$ cat src/sv/cti_pkg.sv
// Shared types and constants for the curve table linear interpolator.
// Used by cti_arith, cti_dp, cti_ctrl and curve_table_linear_interpolator.
`default_nettype none

package cti_pkg;

  // Input item command codes
  localparam logic CMD_LOAD  = 1'b0;
  localparam logic CMD_QUERY = 1'b1;

  // Register map (word index taken from paddr[2])
  localparam logic REG_ENTRY_COUNT = 1'b0;

  // Fixed port widths
  localparam int DATA_BITS  = 32;
  localparam int INDEX_BITS = 10;
  localparam int CFG_BITS   = 11;
  localparam int ADDR_BITS  = 3;

  // Product / quotient register and the step counter that walks it
  localparam int ACC_BITS  = 64;
  localparam int STEP_BITS = 7;

  // Table read address source
  typedef enum logic [1:0] {
    RD_FIRST = 2'd0,
    RD_LAST  = 2'd1,
    RD_SCAN  = 2'd2
  } cti_rd_sel_t;

  // Commands from the controller to the datapath
  typedef struct packed {
    logic        wr_en;
    logic        load_query;
    cti_rd_sel_t rd_sel;
    logic        scan_clr;
    logic        cap_first;
    logic        save_prev;
    logic        set_oor;
    logic        set_exact;
    logic        arith_init;
    logic        mul_step;
    logic        div_step;
    logic        set_interp;
    logic        load_out;
  } cti_cmd_t;

  // Status from the datapath to the controller
  typedef struct packed {
    logic lt_first;
    logic q_lt_x;
    logic q_eq_x;
    logic q_gt_x;
  } cti_stat_t;

endpackage

`default_nettype wire

$ cat src/sv/cti_ctrl.sv
// Controller state machine: range check, table scan, multiply and divide
// sequencing, output handshake. Depends on cti_pkg.
`default_nettype none

module cti_ctrl #(
  parameter int VALUE_BITS = 32
) (
  input  wire logic               clk,
  input  wire logic               rst_n,
  input  wire logic               in_valid,
  input  wire logic               in_cmd,
  output logic                    in_stall,
  output logic                    out_valid,
  input  wire logic               out_stall,
  input  wire cti_pkg::cti_stat_t stat,
  output cti_pkg::cti_cmd_t       cmd
);

  typedef enum logic [2:0] {
    S_IDLE,
    S_FIRST,
    S_LAST,
    S_CHECK,
    S_SCAN,
    S_MUL,
    S_DIV,
    S_FIN
  } state_t;

  state_t                      state_r, state_nxt;
  logic                        out_valid_r, out_valid_nxt;
  logic                        pend_r, pend_nxt;
  logic [cti_pkg::STEP_BITS-1:0] cnt_r, cnt_nxt;
  logic                        accept;
  logic                        out_free;

  assign in_stall  = (state_r != S_IDLE);
  assign out_valid = out_valid_r;
  assign accept    = in_valid && (state_r == S_IDLE);
  assign out_free  = !out_valid_r || !out_stall;

  // Next state and commands
  always_comb begin
    state_nxt     = state_r;
    pend_nxt      = pend_r;
    cnt_nxt       = cnt_r;
    out_valid_nxt = out_stall ? out_valid_r : 1'b0;
    cmd           = '0;
    cmd.rd_sel    = cti_pkg::RD_SCAN;

    unique case (state_r)
      S_IDLE: begin
        cmd.rd_sel = cti_pkg::RD_FIRST;
        if (accept) begin
          if (in_cmd == cti_pkg::CMD_LOAD) begin
            cmd.wr_en = 1'b1;
          end else begin
            cmd.load_query = 1'b1;
            state_nxt      = S_FIRST;
          end
        end
      end
      S_FIRST: begin
        cmd.rd_sel = cti_pkg::RD_FIRST;
        state_nxt  = S_LAST;
      end
      S_LAST: begin
        // first entry is on the read port now
        cmd.rd_sel    = cti_pkg::RD_LAST;
        cmd.cap_first = 1'b1;
        state_nxt     = S_CHECK;
      end
      S_CHECK: begin
        // last entry is on the read port now
        cmd.rd_sel = cti_pkg::RD_LAST;
        pend_nxt   = 1'b0;
        if (stat.lt_first || stat.q_gt_x) begin
          cmd.set_oor = 1'b1;
          state_nxt   = S_FIN;
        end else begin
          cmd.scan_clr = 1'b1;
          state_nxt    = S_SCAN;
        end
      end
      S_SCAN: begin
        // issue one read per cycle, judge the entry read the cycle before
        cmd.rd_sel = cti_pkg::RD_SCAN;
        pend_nxt   = 1'b1;
        if (pend_r) begin
          priority if (stat.q_eq_x) begin
            cmd.set_exact = 1'b1;
            pend_nxt      = 1'b0;
            state_nxt     = S_FIN;
          end else if (stat.q_lt_x) begin
            cmd.arith_init = 1'b1;
            cnt_nxt        = cti_pkg::STEP_BITS'(VALUE_BITS - 1);
            state_nxt      = S_MUL;
          end else begin
            cmd.save_prev = 1'b1;
          end
        end
      end
      S_MUL: begin
        cmd.mul_step = 1'b1;
        if (cnt_r == '0) begin
          cnt_nxt   = cti_pkg::STEP_BITS'(cti_pkg::ACC_BITS - 1);
          state_nxt = S_DIV;
        end else begin
          cnt_nxt = cnt_r - cti_pkg::STEP_BITS'(1);
        end
      end
      S_DIV: begin
        cmd.div_step = 1'b1;
        if (cnt_r == '0) begin
          // quotient is complete after this edge; mark it for the result register
          state_nxt = S_FIN;
          pend_nxt  = 1'b1;
        end else begin
          cnt_nxt = cnt_r - cti_pkg::STEP_BITS'(1);
        end
      end
      S_FIN: begin
        // interpolated result lands in the result register on the first cycle here
        if (pend_r) begin
          cmd.set_interp = 1'b1;
          pend_nxt       = 1'b0;
        end else if (out_free) begin
          cmd.load_out  = 1'b1;
          out_valid_nxt = 1'b1;
          state_nxt     = S_IDLE;
        end
      end
      default: begin
        state_nxt = S_IDLE;
      end
    endcase
  end

  // Hold state and registered outputs
  always_ff @(posedge clk) begin
    if (!rst_n) begin
      state_r     <= S_IDLE;
      out_valid_r <= 1'b0;
      pend_r      <= 1'b0;
      cnt_r       <= '0;
    end else begin
      state_r     <= state_nxt;
      out_valid_r <= out_valid_nxt;
      pend_r      <= pend_nxt;
      cnt_r       <= cnt_nxt;
    end
  end

endmodule

`default_nettype wire

$ cat config.mk
export PLATFORM = sky130hd
export DESIGN_NAME = cti_ctrl
export DESIGN_NICKNAME = d
export VERILOG_FILES = /design/src/sv/cti_pkg.sv /design/src/sv/cti_ctrl.sv
export SDC_FILE = /design/constraint.sdc
export NUM_CORES = 1
export LEC_CHECK = 0
export BUFFER_PORTS_ARGS = -buffer_cell sky130_fd_sc_hd__buf_2
export CAP_MARGIN = 10
export CORE_ASPECT_RATIO = 0.75
export CORE_MARGIN = 2
export CORE_UTILIZATION = 46
export CTS_CLUSTER_SIZE = 28
export DETAILED_ROUTE_END_ITERATION = 10
export PLACE_DENSITY = 0.75
export SLEW_MARGIN = 20
export SYNTH_ARGS = -nofsm -noshare
export SYNTH_HDL_FRONTEND = slang
export SYNTH_SLANG_ARGS = --single-unit
export TNS_END_PERCENT = 30
$ cat constraint.sdc
create_clock -name clk -period 1.7 [get_ports clk]
set_input_delay 0.255 -clock clk [delete_from_list [all_inputs] [get_ports clk]]
set_output_delay 0.255 -clock clk [all_outputs]
set_load 0.005 [all_outputs]
Word level (Yosys, flattened, before mapping)

Cells that the tools add are included.

Bits in registers: 12
Output and inout bits: 16
Word-level logic and storage cells: 89

$add $sub $neg: 1
Equal/unequal tests: 18
Mux-type cells: 50
Reductions and logical operators: 16

Operator list:

| kind                                             | number |
|---|---|
| two-way mux 7 bit                                | 5 |
| two-way mux 3 bit                                | 9 |
| two-way mux 1 bit                                | 26 |
| case mux 3 bit (8 select lines)                  | 1 |
| case mux 7 bit (3 select lines)                  | 1 |
| inequality test 2 bit, second input constant     | 10 |
| == test 3 bit, second input constant             | 4 |
| two-way mux 2 bit                                | 6 |
| nonzero test 3 bit                               | 3 |
| AND reduction 8 bit                              | 1 |
| logical NOT 7 bit                                | 1 |
| subtractor 7 x 1 -> 7 bit, second input constant | 1 |
| == test 3 x 2 -> 1 bit, second input constant    | 2 |
| OR reduction 2 bit                               | 3 |
| AND reduction 5 bit                              | 1 |
| case mux 2 bit (2 select lines)                  | 1 |
| == test 3 x 1 -> 1 bit, second input constant    | 1 |
| logical NOT 3 bit                                | 1 |
| inequality test 3 bit, second input constant     | 1 |
| case mux 1 bit (3 select lines)                  | 1 |
| logical NOT 1 bit                                | 2 |
| logical OR 1 bit                                 | 2 |
| AND reduction 2 bit                              | 1 |
| logical AND 1 bit                                | 1 |

Depth between registers and ports, before layout

Word-level depth: 5
Mapped depth: 6
Gate-level depth less buffers: 6

Worst setup path before layout

Ideal clock, no wire load.

Path type: register to register
Start point: register cnt_r[0] in the netlist's numbering
End point: register state_r[0]
Library setup time: 0.132 ns
Arrival: 1.609 ns
Required time: 1.568 ns
Path slack: -0.041 ns
Cell stages (with the launch flop): 7
Path buffers: 0
Clock period less this slack: 1.741 ns
Cell sequence: dfxtp_1 -> inv_1 -> ha_1 -> or4b_4 -> or3_1 -> a41oi_1 -> o32ai_1

Longest elaborated chain between the ends: 3

Ends and longest elaborated chain:

| element                         | line                             | source |
|---|---|---|
| start: declaration              | cti_ctrl.sv:33                   | `logic [cti_pkg::STEP_BITS-1:0] cnt_r, cnt_nxt;` |
| start signal: assignment        | cti_ctrl.sv:150                  | `cnt_r <= cnt_nxt;` |
| logical NOT 7 bit *             | cti_ctrl.sv:105, cti_ctrl.sv:114 |  |
| inequality test 2 bit (no line) | --                               |  |
| AND reduction 8 bit (no line) * | --                               |  |
| end signal: assignment          | cti_ctrl.sv:147                  | `state_r <= state_nxt;` |
| end: declaration                | cti_ctrl.sv:30                   | `state_t state_r, state_nxt;` |

Every way passes the cells marked *; elsewhere a longest branch is shown, timed or not.
A chain may end at the register's enable or synchronous reset.

Worst setup path in the final report

Ends and elaborated chain as after synthesis.

==> results_dict.tcl <==
set metrics [dict create \
    fin_nets 173 \
    syn_avg_cell_area_sq_um 7.18 \
    peakVddDrop_mv 0.414 \
    postRouteAntennaNets 0 \
    final_max_slew_viol_count 0 \
    violations "negative setup slack" \
    io_pins 25 \
    syn-cell-area_sq_um 905 \
    synthArstFlopShare 0 \
    synthXorXnorAreaFrac 0.00968 \
    dp_hpwl_um 1990 \
    remaining_drc_errors 0 \
    cts_hold_buf 0 \
    synth_nets 137 \
    synth_fa_ha_area_frac 0.0277 \
    n_antenna_cell 0 \
    worst_slew_pin_slew_ns 0.378 \
    wl_um 2550 \
    ys.flop_type "dfxtp_1" \
    cp-end-kind "flop" \
    period_minus_slack_ns 1.74 \
    core.rowCount 13 \
    cts_root_buffer "clkbuf_4" \
    die_x_um 55.2 \
    critPathBufInv 1 \
    area_growth_pct 38.5 \
    cellLeakagePower_nw 0.546 \
    fin_util 0.700 \
    grt_pass1_wl_um 4330 \
    drt_iter0_markers 37 \
    vias 1045 \
    p_clk_frac 0.362 \
    power_uw 667 \
    n_fill_cell 151 \
    drt_pass1_iterations 4 \
    intPower_uw 475 \
    coreArea_sq_um 1790 \
    grt_pass1_vias 915 \
    ys_seq_area_frac 0.266 \
    slowest_delay_ns 0.47 \
    p_seq_frac 0.457 \
    synth_compound_area_frac 0.264 \
    gp_congestion 0.850 \
    crit_required_ns 1.88 \
    crit_chain "inv_2 -> ha_4 -> or4b_4 -> or3_4 -> a41oi_2 -> o32ai_2" \
    cts_tree "yes" \
    synth_simple_gate_area_frac 0.350 \
    grt_max_degree 14 \
    relSlewSlack 0.747 \
    viasPerCell 5.71 \
    cts_buffer_depth 2 \
    clk-insertion-delay-late_ns 0.29 \
    power_density_nw_per_um2 533 \
    rsz0062_at_grt "true" \
    critPathKind "flop to flop" \
    p_switching_uw 193 \
    grt_overflow 0 \
    cts_num_sinks 12 \
    initial_core_util 0.506 \
    layout_setup_ws_ns -0.0443 \
    wire_per_inst_um 13.9 \
    cp-start-kind "flop" \
    ff2ff_setup_slack_ns -0.04 \
    worstPathArrival_ns 1.92 \
    setup_viol 1 \
    synthMuxAreaShare 0.0111 \
    swShare 0.289 \
    timing.final.crit_share 1.03 \
    die-area_sq_um 2340 \
    yosysWarnings 0 \
    status "finished with violations" \
    drive_above_1_share 0.404 \
    synth_cells 126 \
    hold_viol 0 \
    cts_made_buffers 3 \
    regArea_sq_um 251 \
    antenna_found_initial 0 \
    synth-seq-cells 12 \
    synth_top_family_by_area "simple AND/OR/NAND/NOR gates" \
    grt_use_total 0.237 \
    skew_ns 0.000794 \
    critPathSlowestCell "or4b_4" \
    multiInputGateArea_sq_um 678 \
    synth_cell_types 41 \
    combPwrFrac 0.180 \
    cp_top_family "simple AND/OR/NAND/NOR gates" \
    htreeDepth 1 \
    synth_edf_count 0 \
    hp-class "input pin to flop" \
    crit_fanout 4 \
    numPortBuffers 24 \
    cap_violations 0 \
    clk_pin_slew_worst_paths_ns 0.08 \
    fp.dieH_um 42.4 \
    max_freq_mhz 573 \
]
flip-flops by register name, summed over array words and instances (netlist names):
name,count
pend_r,1
state_r,3
cnt_r,7
out_valid,1
final cells by class:
class                      count  area share
sequential                    12       0.201
clock buffer                   4      0.0290
multi-input combinational     97       0.541
timing repair buffer          37       0.174
tap                           22      0.0220
inverter                      11      0.0330
synthesized netlist by cell type (2+ instances only):
master / instances / area (sq um)
ha_1: 2 / 25.0
nor3_1: 5 / 25.0
and3_1: 3 / 18.8
nand2_1: 13 / 48.8
or3_1: 2 / 12.5
nand2b_1: 2 / 12.5
nor2_1: 12 / 45.0
or2_2: 2 / 12.5
nand3_1: 3 / 15.0
clkbuf_1: 5 / 18.8
nand3b_1: 2 / 15.0
nor2b_1: 3 / 18.8
and2_1: 2 / 12.5
o211ai_1: 4 / 30.0
dfxtp_1: 12 / 240
o311ai_0: 2 / 17.5
inv_1: 11 / 41.3
nor4_1: 3 / 18.8
o21ai_0: 6 / 30.0
a21oi_1: 11 / 55.1
worst min-delay path: stages:
cell and delay [ns]:
buf_2 0.13, nand2_1 0.06, a21oi_1 0.05
metrics by stage:
| stage | hold slack [ns] | instances | instance area (sq um) | TNS, ns | setup WS [ns] |
|---|---|---|---|---|---|
| floorplan | 0.391 | 126 | 912 | -0.0194 | -0.0194 |
| global placement | 0.474 | 176 | 1110 | -0.0254 | -0.0254 |
| detailed placement | 0.488 | 176 | 1110 | -0.120 | -0.0576 |
| CTS | 0.233 | 181 | 1190 | -0.0201 | -0.0201 |
| global route | 0.238 | 183 | 1250 | -0.379 | -0.124 |
| finish | 0.240 | 183 | 1250 | -0.0443 | -0.0443 |
timing repair:
| item | 4_1_cts | 5_1_grt |
|---|---|---|
| pin swaps | 4 | 4 |
| gates resized for setup | 11 | 11 |
| hold endpoints to repair | 0 | 0 |
| buffers inserted | 1 | 2 |
| setup endpoints to repair | 6 | 13 |
cells by family after synthesis:
family | Yosys count
AOI/OAI and AO/OA | 35
xor gates and xnor gates | 1
adders and majority gates | 2
buffers and inverters | 17
DFF | 12
muxes | 1
and+or+nand+nor | 58
cell usage in the layout (no fill, tap or decap), types with 2 or more instances in the layout:
cell type | synthesis | final
nand2_1 | 13 | 12
clkbuf_4 | 0 | 3
dfxtp_4 | 0 | 2
or3_4 | 0 | 2
dfxtp_1 | 12 | 7
inv_1 | 11 | 9
nor4_1 | 3 | 2
and3_1 | 3 | 3
nor2b_1 | 3 | 2
a21oi_1 | 11 | 10
nand3b_1 | 2 | 2
o211ai_1 | 4 | 4
and2_1 | 2 | 2
nor2_1 | 12 | 12
buf_4 | 0 | 13
o21ai_0 | 6 | 6
dfxtp_2 | 0 | 3
nor3_1 | 5 | 4
nand3_1 | 3 | 3
or2_2 | 2 | 2
buf_2 | 1 | 24
inv_2 | 0 | 2
worst paths after layout:
| check | startpoint | endpoint | depth (start not counted) |
|---|---|---|---|
| max | cnt_r[0]$_SDFFE_PN0P_ | state_r[0]$_SDFFE_PN0P_ | 6 |
| min | out_stall | out_valid$_SDFF_PN0_ | 3 |
| max reg2reg | cnt_r[0]$_SDFFE_PN0P_ | state_r[0]$_SDFFE_PN0P_ | 6 |
| min reg2reg | cnt_r[4]$_SDFFE_PN0P_ | cnt_r[4]$_SDFFE_PN0P_ | 2 |
power groups by stage:
| stage | Clock [mW] | Sequential, mW | Combinational [mW] |
|---|---|---|---|
| finish | 0.242 | 0.305 | 0.120 |
| global route | 0.266 | 0.308 | 0.134 |
| CTS | 0.245 | 0.301 | 0.111 |
| detailed placement | 0 | 0.308 | 0.108 |
| global placement | 0 | 0.307 | 0.105 |
| floorplan | 0 | 0.299 | 0.0719 |
per-layer routing:
metal,vias to the layer above,wire length [um],global-route usage
met1,482,1240,0.334
met4,0,25,0.0585
met2,29,1150,0.352
met5,-,0,0
met3,4,137,0.0679
li1,530,-,-
No activity file was read; power rests on OpenSTA's default activity.
